**src/rtl/accumulator_machine_step_assert.svh**
```systemverilog
// assertion helpers for the accumulator machine
`ifndef ACCUMULATOR_MACHINE_STEP_ASSERT_SVH
`define ACCUMULATOR_MACHINE_STEP_ASSERT_SVH
`ifndef SYNTHESIS
`define AMS_ASSERT_IMPL(label, clk, rst_n, ante, cons) \
  label: assert property (@(posedge clk) disable iff (!rst_n) (ante) |-> (cons)) \
    else $error("assertion failed");
`define AMS_ASSERT_NEXT(label, clk, rst_n, ante, cons) \
  label: assert property (@(posedge clk) disable iff (!rst_n) (ante) |=> (cons)) \
    else $error("assertion failed");
`else
`define AMS_ASSERT_IMPL(label, clk, rst_n, ante, cons)
`define AMS_ASSERT_NEXT(label, clk, rst_n, ante, cons)
`endif
`endif

```
**src/rtl/ams_pkg.sv**
```systemverilog
package ams_pkg;

  localparam int unsigned WordW = 16;

  typedef enum logic [1:0] {
    ACT_LOAD    = 2'd0,
    ACT_STEP    = 2'd1,
    ACT_RESTART = 2'd2,
    ACT_NONE    = 2'd3
  } action_t;

  typedef enum logic [2:0] {
    ST_OK    = 3'd0,
    ST_STOP  = 3'd1,
    ST_BADOP = 3'd2,
    ST_DIVZ  = 3'd3,
    ST_RANGE = 3'd4
  } status_t;

  localparam logic [3:0] OP_ADD    = 4'd1;
  localparam logic [3:0] OP_SUB    = 4'd2;
  localparam logic [3:0] OP_MULT   = 4'd3;
  localparam logic [3:0] OP_DIV    = 4'd4;
  localparam logic [3:0] OP_JMP    = 4'd5;
  localparam logic [3:0] OP_JMPN   = 4'd6;
  localparam logic [3:0] OP_JMPP   = 4'd7;
  localparam logic [3:0] OP_JMPZ   = 4'd8;
  localparam logic [3:0] OP_COPY   = 4'd9;
  localparam logic [3:0] OP_LOAD   = 4'd10;
  localparam logic [3:0] OP_STORE  = 4'd11;
  localparam logic [3:0] OP_INPUT  = 4'd12;
  localparam logic [3:0] OP_OUTPUT = 4'd13;
  localparam logic [3:0] OP_STOP   = 4'd14;

  typedef enum logic [3:0] {
    S_CLEAR,
    S_IDLE,
    S_FETCH_OP,
    S_DEC_OP,
    S_FETCH_A1,
    S_DEC_A1,
    S_FETCH_A2,
    S_DEC_A2,
    S_READ_M,
    S_EXEC,
    S_DIV,
    S_DIV_END,
    S_WRITE,
    S_RESULT
  } state_t;

  // commands from controller to datapath
  typedef struct packed {
    logic       clr_wr;
    logic       take_req;
    logic       load_wr;
    logic       restart;
    logic [1:0] rd_sel;   // 0 pc, 1 pc+1, 2 pc+2, 3 operand
    logic       rd_en;
    logic       lat_op;
    logic       lat_a1;
    logic       lat_a2;
    logic       lat_m;
    logic       exec;
    logic       div_start;
    logic       div_step;
    logic       div_end;
    logic       mem_wr;
    logic       set_halt;
    status_t    halt_val;
    logic       out_load;
  } ams_cmd_t;

  // status from datapath to controller
  typedef struct packed {
    logic       clr_done;
    action_t    action;
    logic       halted;
    logic       rd_oor;
    logic [3:0] op;
    logic       op_bad;
    logic       a1_oor;
    logic       a2_oor;
    logic       m_zero;
    logic       div_done;
  } ams_sts_t;

endpackage

```
**src/rtl/ams_ctrl.sv**
```systemverilog
module ams_ctrl
  import ams_pkg::*;
(
  input  logic     clk,
  input  logic     rst_n,
  input  logic     in_fire,
  input  logic     out_free,
  input  ams_sts_t sts,
  output ams_cmd_t cmd,
  output logic     in_ready
);

  state_t state_r, state_nxt;

  always_ff @(posedge clk) begin
    if (!rst_n) begin
      state_r <= S_CLEAR;
    end else begin
      state_r <= state_nxt;
    end
  end

  logic uses_a1, is_jump;
  assign is_jump = (sts.op >= OP_JMP) && (sts.op <= OP_JMPZ);
  assign uses_a1 = !is_jump;

  always_comb begin
    state_nxt = state_r;
    unique case (state_r)
      S_CLEAR:    if (sts.clr_done) state_nxt = S_IDLE;
      S_IDLE: begin
        if (in_fire) begin
          if (sts.action == ACT_STEP && !sts.halted) state_nxt = S_FETCH_OP;
          else state_nxt = S_RESULT;
        end
      end
      S_FETCH_OP: state_nxt = sts.rd_oor ? S_RESULT : S_DEC_OP;
      S_DEC_OP: begin
        if (sts.op == OP_STOP || sts.op_bad) state_nxt = S_RESULT;
        else state_nxt = S_FETCH_A1;
      end
      S_FETCH_A1: state_nxt = sts.rd_oor ? S_RESULT : S_DEC_A1;
      S_DEC_A1: begin
        if (sts.op == OP_COPY) state_nxt = S_FETCH_A2;
        else if (uses_a1 && sts.a1_oor) state_nxt = S_RESULT;
        else if (is_jump) state_nxt = S_EXEC;
        else state_nxt = S_READ_M;
      end
      S_FETCH_A2: state_nxt = sts.rd_oor ? S_RESULT : S_DEC_A2;
      S_DEC_A2: state_nxt = (sts.a2_oor || sts.a1_oor) ? S_RESULT : S_READ_M;
      S_READ_M:   state_nxt = S_EXEC;
      S_EXEC: begin
        if (sts.op == OP_DIV) state_nxt = sts.m_zero ? S_RESULT : S_DIV;
        else if (sts.op == OP_COPY || sts.op == OP_STORE || sts.op == OP_INPUT)
          state_nxt = S_WRITE;
        else state_nxt = S_RESULT;
      end
      S_DIV:      if (sts.div_done) state_nxt = S_DIV_END;
      S_DIV_END:  state_nxt = S_RESULT;
      S_WRITE:    state_nxt = S_RESULT;
      S_RESULT:   if (out_free) state_nxt = S_IDLE;
      default:    state_nxt = S_IDLE;
    endcase
  end

  always_comb begin
    cmd = '0;
    cmd.halt_val = ST_OK;
    in_ready = 1'b0;
    unique case (state_r)
      S_CLEAR: cmd.clr_wr = 1'b1;
      S_IDLE: begin
        in_ready = 1'b1;
        cmd.take_req = in_fire;
        cmd.load_wr = in_fire && sts.action == ACT_LOAD;
        cmd.restart = in_fire && sts.action == ACT_RESTART;
        cmd.rd_en = in_fire;
        cmd.rd_sel = 2'd0;
      end
      S_FETCH_OP: begin
        cmd.lat_op = 1'b1;
        cmd.set_halt = sts.rd_oor;
        cmd.halt_val = ST_RANGE;
        cmd.rd_en = 1'b1;
        cmd.rd_sel = 2'd1;
      end
      S_DEC_OP: begin
        cmd.set_halt = (sts.op == OP_STOP) || sts.op_bad;
        cmd.halt_val = (sts.op == OP_STOP) ? ST_STOP : ST_BADOP;
      end
      S_FETCH_A1: begin
        cmd.lat_a1 = 1'b1;
        cmd.set_halt = sts.rd_oor;
        cmd.halt_val = ST_RANGE;
        cmd.rd_en = 1'b1;
        cmd.rd_sel = 2'd2;
      end
      S_DEC_A1: begin
        cmd.set_halt = sts.op != OP_COPY && uses_a1 && sts.a1_oor;
        cmd.halt_val = ST_RANGE;
        // copy keeps the pc+2 word for its second operand
        cmd.rd_en = sts.op != OP_COPY;
        cmd.rd_sel = 2'd3;
      end
      S_FETCH_A2: begin
        cmd.lat_a2 = 1'b1;
        cmd.set_halt = sts.rd_oor;
        cmd.halt_val = ST_RANGE;
      end
      S_DEC_A2: begin
        cmd.set_halt = sts.a2_oor || sts.a1_oor;
        cmd.halt_val = ST_RANGE;
        cmd.rd_en = 1'b1;
        cmd.rd_sel = 2'd3;
      end
      S_READ_M: cmd.lat_m = 1'b1;
      S_EXEC: begin
        cmd.exec = !(sts.op == OP_DIV);
        cmd.div_start = (sts.op == OP_DIV) && !sts.m_zero;
        cmd.set_halt = (sts.op == OP_DIV) && sts.m_zero;
        cmd.halt_val = ST_DIVZ;
      end
      S_DIV:     cmd.div_step = 1'b1;
      S_DIV_END: cmd.div_end = 1'b1;
      S_WRITE:   cmd.mem_wr = 1'b1;
      S_RESULT:  cmd.out_load = out_free;
      default: ;
    endcase
  end

endmodule

```
**config.mk**
```make
export PLATFORM = sky130hd
export DESIGN_NAME = ams_ctrl
export DESIGN_NICKNAME = d
export VERILOG_FILES = /design/src/rtl/accumulator_machine_step_assert.svh /design/src/rtl/ams_pkg.sv /design/src/rtl/ams_ctrl.sv
export SDC_FILE = /design/constraint.sdc
export NUM_CORES = 1
export LEC_CHECK = 0
export ABC_AREA = 1
export BUFFER_PORTS_ARGS = -buffer_cell sky130_fd_sc_hd__buf_2
export CORE_MARGIN = 2
export CORE_UTILIZATION = 40
export DETAILED_ROUTE_END_ITERATION = 10
export PLACE_DENSITY = 0.73
export SLEW_MARGIN = 10
export SYNTH_ARGS = -nofsm -noshare
export SYNTH_HDL_FRONTEND = slang
export SYNTH_SLANG_ARGS = --single-unit
```
**constraint.sdc**
```tcl
create_clock -name clk -period 1.7 [get_ports clk]
set_input_delay 0.34 -clock clk [delete_from_list [all_inputs] [get_ports clk]]
set_output_delay 0.34 -clock clk [all_outputs]
set_load 0.01 [all_outputs]
```
# Yosys cells after proc, flatten, opt, wreduce, memory -nomap -nowiden
# Index checks and enable logic that the tools add are counted.
dict set report totals {
  ff_bits 4
  output_inout_bits 22
  wordCells 82
}
dict set report op_classes {
  magnitude_cmp 2
  eq_ne 25
  mux 32
  reduce_logical 22
}
# operator count
set ops {}
lappend ops {{$pmux 4 s13} 1}
lappend ops {{$eq 4x4->1 const B} 10}
lappend ops {{$mux 4} 10}
lappend ops {{$eq 4x3->1 const B} 5}
lappend ops {{$pmux 4 s5} 1}
lappend ops {{$mux 3} 5}
lappend ops {{$pmux 3 s5} 1}
lappend ops {{$mux 1} 12}
lappend ops {{$logic_and 1x1->1} 9}
lappend ops {{$eq 4x2->1 const B} 2}
lappend ops {{$ne 2x2->1 const B} 4}
lappend ops {{$eq 4x1->1 const B} 1}
lappend ops {{$ge 4x3->1 const B} 1}
lappend ops {{$le 4x4->1 const B} 1}
lappend ops {{$logic_not 1->1} 4}
lappend ops {{$logic_not 4->1} 1}
lappend ops {{$logic_or 1x1->1} 4}
lappend ops {{$mux 2} 2}
lappend ops {{$ne 4x4->1 const B} 1}
lappend ops {{$reduce_and 4->1} 1}
lappend ops {{$reduce_or 3->1} 1}
lappend ops {{$eq 2x1->1 const B} 1}
lappend ops {{$eq 2x2->1 const B} 1}
lappend ops {{$logic_not 2->1} 1}
lappend ops {{$reduce_or 2->1} 1}

# Depth between registers and ports, before layout
# Gate-level depths: netlist of run 1.
dict set report depth {
  depth_word 7
  depth_mapped 9
}

# Worst setup path after synthesis of run 1
# OpenSTA, ideal clock, no wires.
dict set report synth_path {
  path_type {flip-flop to output port}
  from {register state_r[1]}
  to {output port cmd[17] in the netlist's numbering}
  t_arrival_ns 1.294
  setup_slack_ns 0.066
  stages_incl_launch_ff 9
  cell_sequence {dfxtp_1 -> inv_1 -> nand2_2 -> nor2_4 -> inv_2 -> nor2_4 -> inv_2 -> or2_1 -> nor2_1}
}
# item line
set synth_lines {}
lappend synth_lines {{start, declared} ams_ctrl.sv:13} ;# state_t state_r, state_nxt;
lappend synth_lines {{start signal, assigned} ams_ctrl.sv:19} ;# state_r <= state_nxt;
lappend synth_lines {{end, declared} ams_ctrl.sv:9} ;# output ams_cmd_t cmd,

==> summary.txt, run 1 <==
Route
  – First DRT Iteration DRCs: 44
  – Vias per inst: approximately 5
  – DRT antenna net count: 0
  – Routed wire length: 2680 µm
  – Drc violations: 0
  – Vias post-DR: 1,135
  – Avg WL per Cell: ~12 µm
  – Total iterations of the first detailed-routing run: 6

Worst setup path
  – R2R depth: 11
  – Crit Path Class: reg2out
  – Critical Path Source Type: flop
  – R2r endpoint: state_r[0]$_SDFFE_PN0P_
  – CP max FO: 4
  – Launching point of the worst reg2reg path: state_r[2]$_SDFFE_PN0P_
  – Worst endpoint required time: 1.36 ns
  – Crit. End Element: output port
  – Worst EP arrival: 1.47 ns
  – R2R Setup Slk: 0.24 ns

STA
  – Clk_skew: between 0.01 and 0.015 ns
  – RSZ-0062 raised after global routing: yes
  – Slew Limit Headroom: around 80%
  – Crit share post-route: 107%
  – Post-layout min period: approximately 1.8 ns
  – FMAX: 0.552 GHz
  – Fin. Hold Viols: 0
  – Worst slew pin tran: approximately 0.3 ns
  – Setup WS post-layout: -0.112 ns
  – Total negative slack: -0.311 ns
  – Pins Over Slew Limit: 0
  – Endpoints failing setup: 4

Global route
  – Largest net degree at the start of global routing: 7
  – Vias in the first global route: 932
  – Antenna violations before repair: 0
  – Total global-route track usage: 24.1%
  – GRT overflow: 0
  – First-pass GRT wire length: 3790 µm

Floorplan
  – Core area: about 1700 µm²
  – Die Y: 46.9 µm
  – Num ports: 40
  – Cell Rows: 15
  – DIE WIDTH: 46.9 µm
  – Starting Density: 42.5%
  – Die ar.: 2190 µm²

Yosys
  – Post-synth top cells: nand2_1 (37), nor2_1 (33), inv_1 (18), nand3_1 (13), nand2_2 (6)
  – Cells after synthesis: 145
  – Sequential share of the synthesized area: between 10% and 20%
  – Synth unique cells: 22
  – Net Count, Synth: 163
  – Post-synth EDFFs: 0
  – Synth async-reset ratio: 0%
  – Mapped Area: 734 µm²
  – Syn avg cell area: 5.07 µm²
  – Yosys Warn Count: 0
  – Synth top area cells: nand2_1 (19%), nor2_1 (17%), dfxtp_1 (11%), inv_1 (9.2%), nand3_1 (8.9%)
  – Primary FF master, synth: dfxtp_1
  – Number of synthesized register bits: 4
  – Synth top area share: approximately a fifth
  – Synth area leader: nand2_1
  – Most common cell in the netlist: nand2_1

Worst hold path
  – Worst hold path type: in2reg
  – Endpoint of the worst hold path: state_r[0]$_SDFFE_PN0P_
  – Hold_sp: rst_n
  – Hold depth: 3

Power and ir drop
  – PD cells: 1300 nW/µm²
  – Tot Pwr: 1.48 mW
  – Net switching fraction of the power: 52.2%
  – Comb power frac: between 70% and 80%
  – Clk pwr share: 8.1%
  – Switching pwr: ~0.77 mW
  – P_leak: 0.686 nW
  – Power share of the sequential group: between 10% and 20%
  – Internal power: 0.707 mW
  – Worst vdd ir: between 0.0007 and 0.0008 V

Final layout
  – Diode count: 0
  – Max FFs per register: 4
  – Share of cells above drive strength 1: 43.8%
  – Fill count: 160
  – Reg with most FFs: state_r
  – Syn-to-layout area delta: 55.0%
  – Largest regs: state_r x4
  – Nets: 221

Outcome
  – Status: complete, but fails checks
  – Failing checks: negative setup slack

Clock network
  – CTS Hold Bufs: 0
  – Sink Count: 4
  – TritonCTS clock tree: yes
  – Inserted Clock Buffers: 3
  – Clock tree root driver cell: clkbuf_4
  – CTS Buffer Depth: 2
  – Clk_lat worst skew: 0.24 ns
  – Clock Pin Slew Worst Setup and Hold Paths: roughly 0.040 ns
  – Htree depth: 1

Placed design
  – Routability Congestion: 0.925
  – Buffers on Ports: 39
  – Post-DP HPWL: 1960 µm

Job
  – Max-cap viol count: 0
## power groups by stage
| stage | combinational (mW) | clock [mW] | sequential, mW |
|---|---|---|---|
| 2_1_floorplan | 0.620 | 0 | 0.169 |
| 6_report | 1.16 | 0.120 | 0.200 |
| 3_3_place_gp | 0.912 | 0 | 0.169 |
| 4_1_cts | 1.03 | 0.122 | 0.185 |
| 3_5_place_dp | 0.912 | 0 | 0.171 |
| 5_1_grt | 1.27 | 0.134 | 0.204 |
## worst max path at each step
stage / cells past startpoint / slack (ns) / endpoint / from
after global placement: 9 / 0.09 / cmd[17] / state_r[1]$_SDFFE_PN0P_
after detailed placement: 8 / 0.03 / cmd[18] / state_r[0]$_SDFFE_PN0P_
after CTS: 9 / -0.11 / cmd[18] / state_r[2]$_SDFFE_PN0P_
after global routing: 8 / -0.20 / cmd[4] / state_r[1]$_SDFFE_PN0P_
final: 9 / -0.11 / cmd[18] / state_r[1]$_SDFFE_PN0P_
after floorplan: 8 / 0.07 / cmd[17] / state_r[1]$_SDFFE_PN0P_
## worst max-delay path, cell delays in order, from the launching register on
cell and delay (ns):
dfxtp_4 0.36, inv_4 0.07, nand2_4 0.06, nor2_4 0.13, inv_2 0.06, nor2_4 0.09, inv_2 0.04, or2_1 0.21
nor2_1 0.09, buf_2 0.14
## cells by family after synthesis
family          count (synthesis)  synth area share, %
compound gates                 12                 9.20
buf+inv                        23                 11.8
flops                           4                 10.9
simple gates                  106                 68.1
## per-stage QoR
stage               setup slack [ns]  utilization (%)  area (µm²)  instances  hold slack [ns]
detailed placement            0.0328             57.8         998        214            0.625
global route                  -0.196             65.9        1140        226            0.378
finish                        -0.112             65.9        1140        226            0.368
floorplan                     0.0664                -         734        145            0.484
global placement              0.0888             57.8         998        214            0.620
CTS                           -0.107             62.6        1080        222            0.367
## cells in the final DEF, fill, tap and decap left out
cell type / synthesis / final
nand3b_1: 2 / 2
o22ai_1: 1 / 1
clkbuf_4: 0 / 3
o21bai_1: 1 / 1
nand3_2: 0 / 1
nor2_4: 2 / 3
a21oi_1: 5 / 5
buf_2: 0 / 39
inv_2: 5 / 4
nor3_1: 3 / 3
nand3_1: 13 / 12
nand4_1: 1 / 1
nand2_2: 6 / 5
dfxtp_2: 0 / 1
o21ai_0: 3 / 3
buf_4: 0 / 14
nand2_4: 2 / 4
nor2_2: 4 / 6
inv_1: 18 / 16
or2_2: 1 / 1
nor2_1: 33 / 30
dfxtp_4: 0 / 3
inv_4: 0 / 3
o2111ai_1: 1 / 1
or2_1: 1 / 1
o21ai_1: 1 / 1
nor3_4: 1 / 1
nand2_1: 37 / 36
## what timing repair did
action / CTS / global route
pin swaps: 3 / 4
endpoints found under the setup margin: 5 / 6
hold endpoints to repair: 0 / 0
setup buffers: 5 / 4
resized for setup: 11 / 9
## area by class of cell
cell class | count | area, µm² | area share, %
inverters | 23 | 93.8 | 8.24
well taps | 25 | 31.3 | 2.75
clock buffers | 3 | 22.5 | 1.98
repair buffers | 53 | 300 | 26.4
multi-input cells | 118 | 598 | 52.5
flip-flops and latches | 4 | 92.6 | 8.13
## routing by layer
metal  global-route usage, %  up-vias  part of all wire (%)
met5                       0        -                     0
met4                    7.22        0                  0.75
met1                    32.8      503                    41
met3                    4.62        4                   8.3
met2                    38.6       61                    50
li1                        -      567                     -
No activity file was read; power rests on OpenSTA's default activity.
==> run 2: changes to the inputs <==
--- a/config.mk
+++ b/config.mk
@@ -11,6 +11,7 @@
 export CORE_UTILIZATION = 40
 export DETAILED_ROUTE_END_ITERATION = 10
 export PLACE_DENSITY = 0.73
+export SETUP_SLACK_MARGIN = 0.4
 export SLEW_MARGIN = 10
 export SYNTH_ARGS = -nofsm -noshare
 export SYNTH_HDL_FRONTEND = slang
==> constraint.sdc (replaced) <==
create_clock -name clk -period 2.16 [get_ports clk]
set_input_delay 0.432 -clock clk [delete_from_list [all_inputs] [get_ports clk]]
set_output_delay 0.432 -clock clk [all_outputs]
set_load 0.01 [all_outputs]
==> run 2 against run 1 <==
- the run now ends clean
- final cell count up 8.4%
- first-iteration DRC count up 130%
- sequential power down 17%
- hold slack better by 0.088 ns
- critical path depth unchanged
- combinational power about the same
- power down 3.1%
- global-route usage up 6.3 points
- cell area up 22%
- count of clock-buffer cells in the layout unchanged
- highest routed layer unchanged
==> summary.txt, run 2 (synthesis gave the netlist of run 1 again) <==
Worst hold path
  – Hold depth: 3 (unchanged)
  – Endpoint of the worst hold path: state_r[0]$_SDFFE_PN0P_ (unchanged)
  – Worst hold path type: in2reg (unchanged)
  – Hold_sp: rst_n (unchanged)

Clock network
  – TritonCTS clock tree: yes (unchanged)
  – CTS Buffer Depth: 2 (unchanged)
  – Inserted Clock Buffers: 3 (unchanged)
  – Clock tree root driver cell: clkbuf_4 (unchanged)
  – Clock Pin Slew Worst Setup and Hold Paths: 0.04 ns (about the same)
  – Clk_lat worst skew: 0.24 ns (about the same)
  – Sink Count: 4 (unchanged)
  – Htree depth: 1 (unchanged)

Worst setup path
  – Crit Path Class: reg2out (unchanged)
  – Worst EP arrival: 1.62 ns (was 1.47 ns)
  – Worst setup startpoint: state_r[1]$_SDFFE_PN0P_ (unchanged)
  – Launching point of the worst reg2reg path: state_r[1]$_SDFFE_PN0P_ (was state_r[2]$_SDFFE_PN0P_)
  – Slowest CP cell: dfxtp_4 (unchanged)
  – CP peak stage delay: 0.36 ns (about the same)
  – R2R Setup Slk: 0.33 ns (was 0.24 ns)
  – R2r endpoint: state_r[0]$_SDFFE_PN0P_ (unchanged)
  – Worst endpoint required time: 1.73 ns (was 1.36 ns)
  – CP max FO: 4 (unchanged)
  – R2R depth: 14 (was 11)
  – Crit. End Element: output port (unchanged)
  – Cell chain of the critical path: inv_4, nand2_8, nor2_4, inv_2, nor2_4, inv_2, or2_1, nor2_1, buf_2 (was inv_4, nand2_4, nor2_4, inv_2, nor2_4, inv_2, or2_1, nor2_1, buf_2)
  – Critical Path Source Type: flop (unchanged)

Placed design
  – Routability Congestion: 0.872 (was 0.925)
  – Post-DP HPWL: 1910 µm (was 1960 µm)
  – Buffers on Ports: 39 (unchanged)

Route
  – Routed wire length: 3990 µm (was 2680 µm)
  – Vias post-DR: 1,364 (was 1,135)
  – Total iterations of the first detailed-routing run: 7 (was 6)
  – Vias per inst: 5.57 (was 5.02)
  – DRT antenna net count: 0 (unchanged)
  – First DRT Iteration DRCs: 101 (was 44)
  – Avg WL per Cell: 16.3 µm (was 11.8 µm)
  – Drc violations: 0 (unchanged)

Final layout
  – Share of cells above drive strength 1: 53.6% (was 43.8%)
  – Largest regs: state_r x4 (unchanged)
  – Max FFs per register: 4 (unchanged)
  – Reg with most FFs: state_r (unchanged)
  – Most frequent cells in the layout: buf_2 (39), nand2_1 (34), buf_4 (30) (was buf_2 (39), nand2_1 (36), nor2_1 (30))
  – Nets: 240 (was 221)
  – Diode count: 0 (unchanged)
  – Commonest non-fill, non-tap cell in the layout: buf_2 (unchanged)
  – Syn-to-layout area delta: 88.6% (was 55.0%)
  – Post-layout util: 80.2% (was 65.9%)
  – Fill count: 130 (was 160)

Global route
  – Total global-route track usage: 30.4% (was 24.1%)
  – Vias in the first global route: 1,075 (was 932)
  – Antenna violations before repair: 0 (unchanged)
  – First-pass GRT wire length: 4700 µm (was 3790 µm)
  – Largest net degree at the start of global routing: 8 (was 7)
  – GRT overflow: 0 (unchanged)

Power and ir drop
  – Worst vdd ir: 0.000699 V (was 0.000760 V)
  – PD cells: 1040 nW/µm² (was 1300 nW/µm²)
  – P_leak: 0.799 nW (was 0.686 nW)

Outcome
  – Status: completed (was complete, but fails checks)

STA
  – Worst slew pin tran: 0.512 ns (was 0.300 ns)
  – Slew Limit Headroom: 65.6% (was 79.8%)
  – Crit share post-route: between 90% and 100%
  – FMAX: 0.487 GHz
  – Post-layout min period: 2.05 ns
  – RSZ-0062 raised after global routing: yes (unchanged)
  – Clk_skew: 0.000620 ns (was 0.0107 ns)
  – Fin. Hold Viols: 0 (unchanged)
  – Endpoints failing setup: 0 (was 4)
  – Pins Over Slew Limit: 0 (unchanged)
  – Total negative slack: 0 ns (was -0.311 ns)

Floorplan
  – Die Y: 46.9 µm (unchanged)
  – Core area: 1730 µm² (unchanged)
  – Starting Density: 42.5% (unchanged)
  – Die ar.: 2190 µm² (unchanged)
  – DIE WIDTH: 46.9 µm (unchanged)
  – Num ports: 40 (unchanged)
  – Cell Rows: 15 (unchanged)

Job
  – Max-cap viol count: 0 (unchanged)
run 2: worst max-delay path by stage:
stage	slack [ns]	cells past startpoint	endpoint
global placement	0.36	7	cmd[14]
CTS	0.24	9	cmd[18]
global route	0.04	9	cmd[18]
finish	0.11	9	cmd[18]
detailed placement	0.35	7	cmd[14]
floorplan	0.43	8	cmd[17]
run 2: layer usage:
metal / global-route usage [%] / vias to the layer above / wire (µm)
met4: 18.9 / 0 / 286
met3: 5.38 / 38 / 505
met2: 47.9 / 140 / 1900
met1: 38.2 / 583 / 1300
li1: - / 603 / -
met5: 0 / - / 0
run 2: final cells by class:
class / count / area [µm²] / area share (%)
Sequential cell: 4 / 95.1 / 6.87
Inverter: 23 / 93.8 / 6.78
Multi-Input combinational cell: 118 / 679 / 49.1
Timing Repair Buffer: 72 / 463 / 33.4
Clock buffer: 3 / 22.5 / 1.63
Tap cell: 25 / 31.3 / 2.26
run 2: report_power, final:
part	switching [mW]	internal (mW)	total [mW]
Combinational	0.655	0.516	1.17
Sequential	0.0550	0.111	0.166
Clock	0.0355	0.0625	0.0980
run 2: what timing repair did:
item / CTS / global route
endpoints found under the setup margin: 6 / 8
pin swaps: 6 / 10
buffers inserted: 21 / 12
gates resized for setup: 29 / 14
hold buffers: 0 / 0
run 2: critical path: cells and delay by family (launching register included):
family | cells | cell delay (ns)
flip-flops | 1 | 0.36
AND/OR/NAND/NOR | 5 | 0.66
buffers and inverters | 4 | 0.35
run 2: through the flow:
stage               setup slack, ns  instances  hold slack [ns]  area, µm²  power, mW
floorplan                     0.434        145            0.548        734      0.621
global placement              0.357        209            0.574        961      0.820
detailed placement            0.353        209            0.587        961      0.816
CTS                           0.244        233            0.452       1220       1.16
global route                 0.0414        245            0.466       1390       1.51
finish                        0.105        245            0.456       1390       1.43
==> run 3: changes to the inputs <==
--- a/config.mk
+++ b/config.mk
@@ -8,9 +8,8 @@
 export ABC_AREA = 1
 export BUFFER_PORTS_ARGS = -buffer_cell sky130_fd_sc_hd__buf_2
 export CORE_MARGIN = 2
-export CORE_UTILIZATION = 40
+export CORE_UTILIZATION = 30
 export DETAILED_ROUTE_END_ITERATION = 10
-export PLACE_DENSITY = 0.73
 export SETUP_SLACK_MARGIN = 0.4
 export SLEW_MARGIN = 10
 export SYNTH_ARGS = -nofsm -noshare
==> run 3 against run 2 <==
- sequential power shrank 7%
- global-route usage decreased by 11 points
- clock power down 5.7%
- hold slack improved by 0.0019 ns
- core utilization shrank 27 points
- first-iteration DRC count is 69% lower
- power down 14%
- non-clock buffer count shrank 17
- via count fell by 20%
- cell area down 14%
==> summary.txt, run 3 (synthesis gave the netlist of run 1 again) <==
Outcome
  – Status: completed (unchanged)

Floorplan
  – Starting Density: 32.6% (was 42.5%)
  – Die ar.: 2860 µm² (was 2190 µm²)
  – Num ports: 40 (unchanged)
  – Core area: 2250 µm² (was 1730 µm²)
  – Cell Rows: 17 (was 15)
  – Die Y: 53.5 µm (was 46.9 µm)
  – DIE WIDTH: 53.5 µm (was 46.9 µm)

Power and ir drop
  – P_leak: 0.702 nW (was 0.799 nW)
  – Worst vdd ir: 0.000724 V (was 0.000699 V)
  – Tot Pwr: 1.23 mW (was 1.43 mW)
  – PD cells: 1040 nW/µm² (about the same)

Job
  – Max-cap viol count: 0 (unchanged)

Final layout
  – Syn-to-layout area delta: 62.0% (was 88.6%)
  – Post-layout util: 52.8% (was 80.2%)
  – Nets: 223 (was 240)
  – Max FFs per register: 4 (unchanged)
  – Share of cells above drive strength 1: 46.3% (was 53.6%)
  – Largest regs: state_r x4 (unchanged)
  – Diode count: 0 (unchanged)
  – Commonest non-fill, non-tap cell in the layout: buf_2 (unchanged)
  – Most frequent cells in the layout: buf_2 (38), nand2_1 (37), nor2_1 (27) (was buf_2 (39), nand2_1 (34), buf_4 (30))
  – Post-route cell area: 1190 µm² (was 1390 µm²)
  – Reg with most FFs: state_r (unchanged)

Worst setup path
  – Crit. End Element: output port (unchanged)
  – R2r endpoint: state_r[0]$_SDFFE_PN0P_ (unchanged)
  – Launching point of the worst reg2reg path: state_r[1]$_SDFFE_PN0P_ (unchanged)
  – CP max FO: 5 (was 4)
  – Worst EP arrival: 1.48 ns (was 1.62 ns)
  – Worst endpoint required time: 1.73 ns (about the same)
  – Crit Path Class: reg2out (unchanged)
  – R2R Setup Slk: 0.71 ns (was 0.33 ns)
  – R2R depth: 11 (was 14)
  – Critical Path Source Type: flop (unchanged)

Clock network
  – Clk_lat worst skew: 0.24 ns (about the same)
  – Clock Pin Slew Worst Setup and Hold Paths: 0.03 ns (was 0.04 ns)
  – CTS Hold Bufs: 0 (unchanged)
  – CTS Buffer Depth: 2 (unchanged)
  – Sink Count: 4 (unchanged)
  – Inserted Clock Buffers: 3 (unchanged)
  – Htree depth: 1 (unchanged)
  – Clock tree root driver cell: clkbuf_4 (unchanged)
  – TritonCTS clock tree: yes (unchanged)

Route
  – Drc violations: 0 (unchanged)
  – First DRT Iteration DRCs: 31 (was 101)
  – Vias post-DR: 1,093 (was 1,364)
  – Total iterations of the first detailed-routing run: 4 (was 7)
  – Avg WL per Cell: 11.4 µm (was 16.3 µm)
  – DRT antenna net count: 0 (unchanged)
  – Routed wire length: 2620 µm (was 3990 µm)
  – Vias per inst: 4.73 (was 5.57)

Global route
  – Total global-route track usage: 19.3% (was 30.4%)
  – GRT overflow: 0 (unchanged)
  – Antenna violations before repair: 0 (unchanged)
  – Vias in the first global route: 991 (was 1,075)
  – Largest net degree at the start of global routing: 8 (unchanged)
  – First-pass GRT wire length: 4030 µm (was 4700 µm)

STA
  – Worst slew pin tran: 0.277 ns (was 0.512 ns)
  – Endpoints failing setup: 0 (unchanged)
  – RSZ-0062 raised after global routing: yes (unchanged)
  – Clk_skew: 0.00524 ns (was 0.000620 ns)
  – Slew Limit Headroom: 81.4% (was 65.6%)
  – Pins Over Slew Limit: 0 (unchanged)
  – FMAX: 0.524 GHz (was 0.487 GHz)
  – Crit share post-route: 88.4% (was 95.1%)
  – Fin. Hold Viols: 0 (unchanged)
  – Total negative slack: 0 ns (unchanged)
  – Post-layout min period: 1.91 ns (was 2.05 ns)

Placed design
  – Cell Area, Placed: 965 µm² (was 961 µm²)
  – Buffers on Ports: 39 (unchanged)
  – Routability Congestion: 0.856 (was 0.872)
  – Post-DP HPWL: 2020 µm (was 1910 µm)

Worst hold path
  – Endpoint of the worst hold path: state_r[0]$_SDFFE_PN0P_ (unchanged)
  – Hold_sp: rst_n (unchanged)
  – Worst hold path type: in2reg (unchanged)
  – Hold depth: 3 (unchanged)
[run 3: changes by cell type in the layout (fill, tap and decap cells not counted), sizes merged]
cell	delta
buf	-17
[run 3: cell type report]
cell class / count / area (µm²)
Inverter: 23 / 93.8
Fill cell: 250 / 1060
Sequential cell: 4 / 95.1
Timing Repair Buffer: 55 / 322
Tap cell: 28 / 35.0
Clock buffer: 3 / 22.5
Multi-Input combinational cell: 118 / 622
[run 3: per-stage QoR]
stage,hold slack (ns),setup WS [ns],cells
finish,0.457,0.251,231
detailed placement,0.605,0.360,212
global placement,0.599,0.364,212
global route,0.478,0.173,231
CTS,0.455,0.273,230
floorplan,0.548,0.434,145
[run 3: worst max-delay path, cell delays in order, from the launching register on]
cell	delay [ns]
dfxtp_4	0.36
inv_4	0.07
nand2_4	0.07
nor2_4	0.10
inv_2	0.06
nor2_4	0.08
inv_2	0.04
or2_1	0.23
nor2_1	0.10
buf_2	0.13
[run 3: what timing repair did]
item	in CTS	in global routing
gates resized for setup	22	7
pin swaps	6	1
setup buffers	15	1
setup endpoints to repair	7	8
[run 3: worst max path at each step]
stage                                        from      end  slack [ns]  depth (start not counted)
after floorplan           state_r[1]$_SDFFE_PN0P_  cmd[17]        0.43                          8
after global placement    state_r[0]$_SDFFE_PN0P_  cmd[17]        0.36                          8
after detailed placement  state_r[1]$_SDFFE_PN0P_  cmd[18]        0.36                          9
after CTS                 state_r[1]$_SDFFE_PN0P_  cmd[18]        0.27                          9
after global routing      state_r[1]$_SDFFE_PN0P_  cmd[17]        0.17                          9
final                     state_r[1]$_SDFFE_PN0P_  cmd[18]        0.25                          9
[run 3: report_power, final]
| group | switching, mW | internal (mW) | total [mW] |
|---|---|---|---|
| logic | 0.542 | 0.442 | 0.984 |
| clock network | 0.0303 | 0.0621 | 0.0924 |
| registers | 0.0442 | 0.111 | 0.155 |
| total | 0.617 | 0.615 | 1.23 |
[run 3: per-layer routing]
layer | GRT usage (%) | routed length (µm)
met1 | 23.5 | 1160
met2 | 33.3 | 1290
met3 | 1.98 | 120
met4 | 9.40 | 51
met5 | 0 | 0
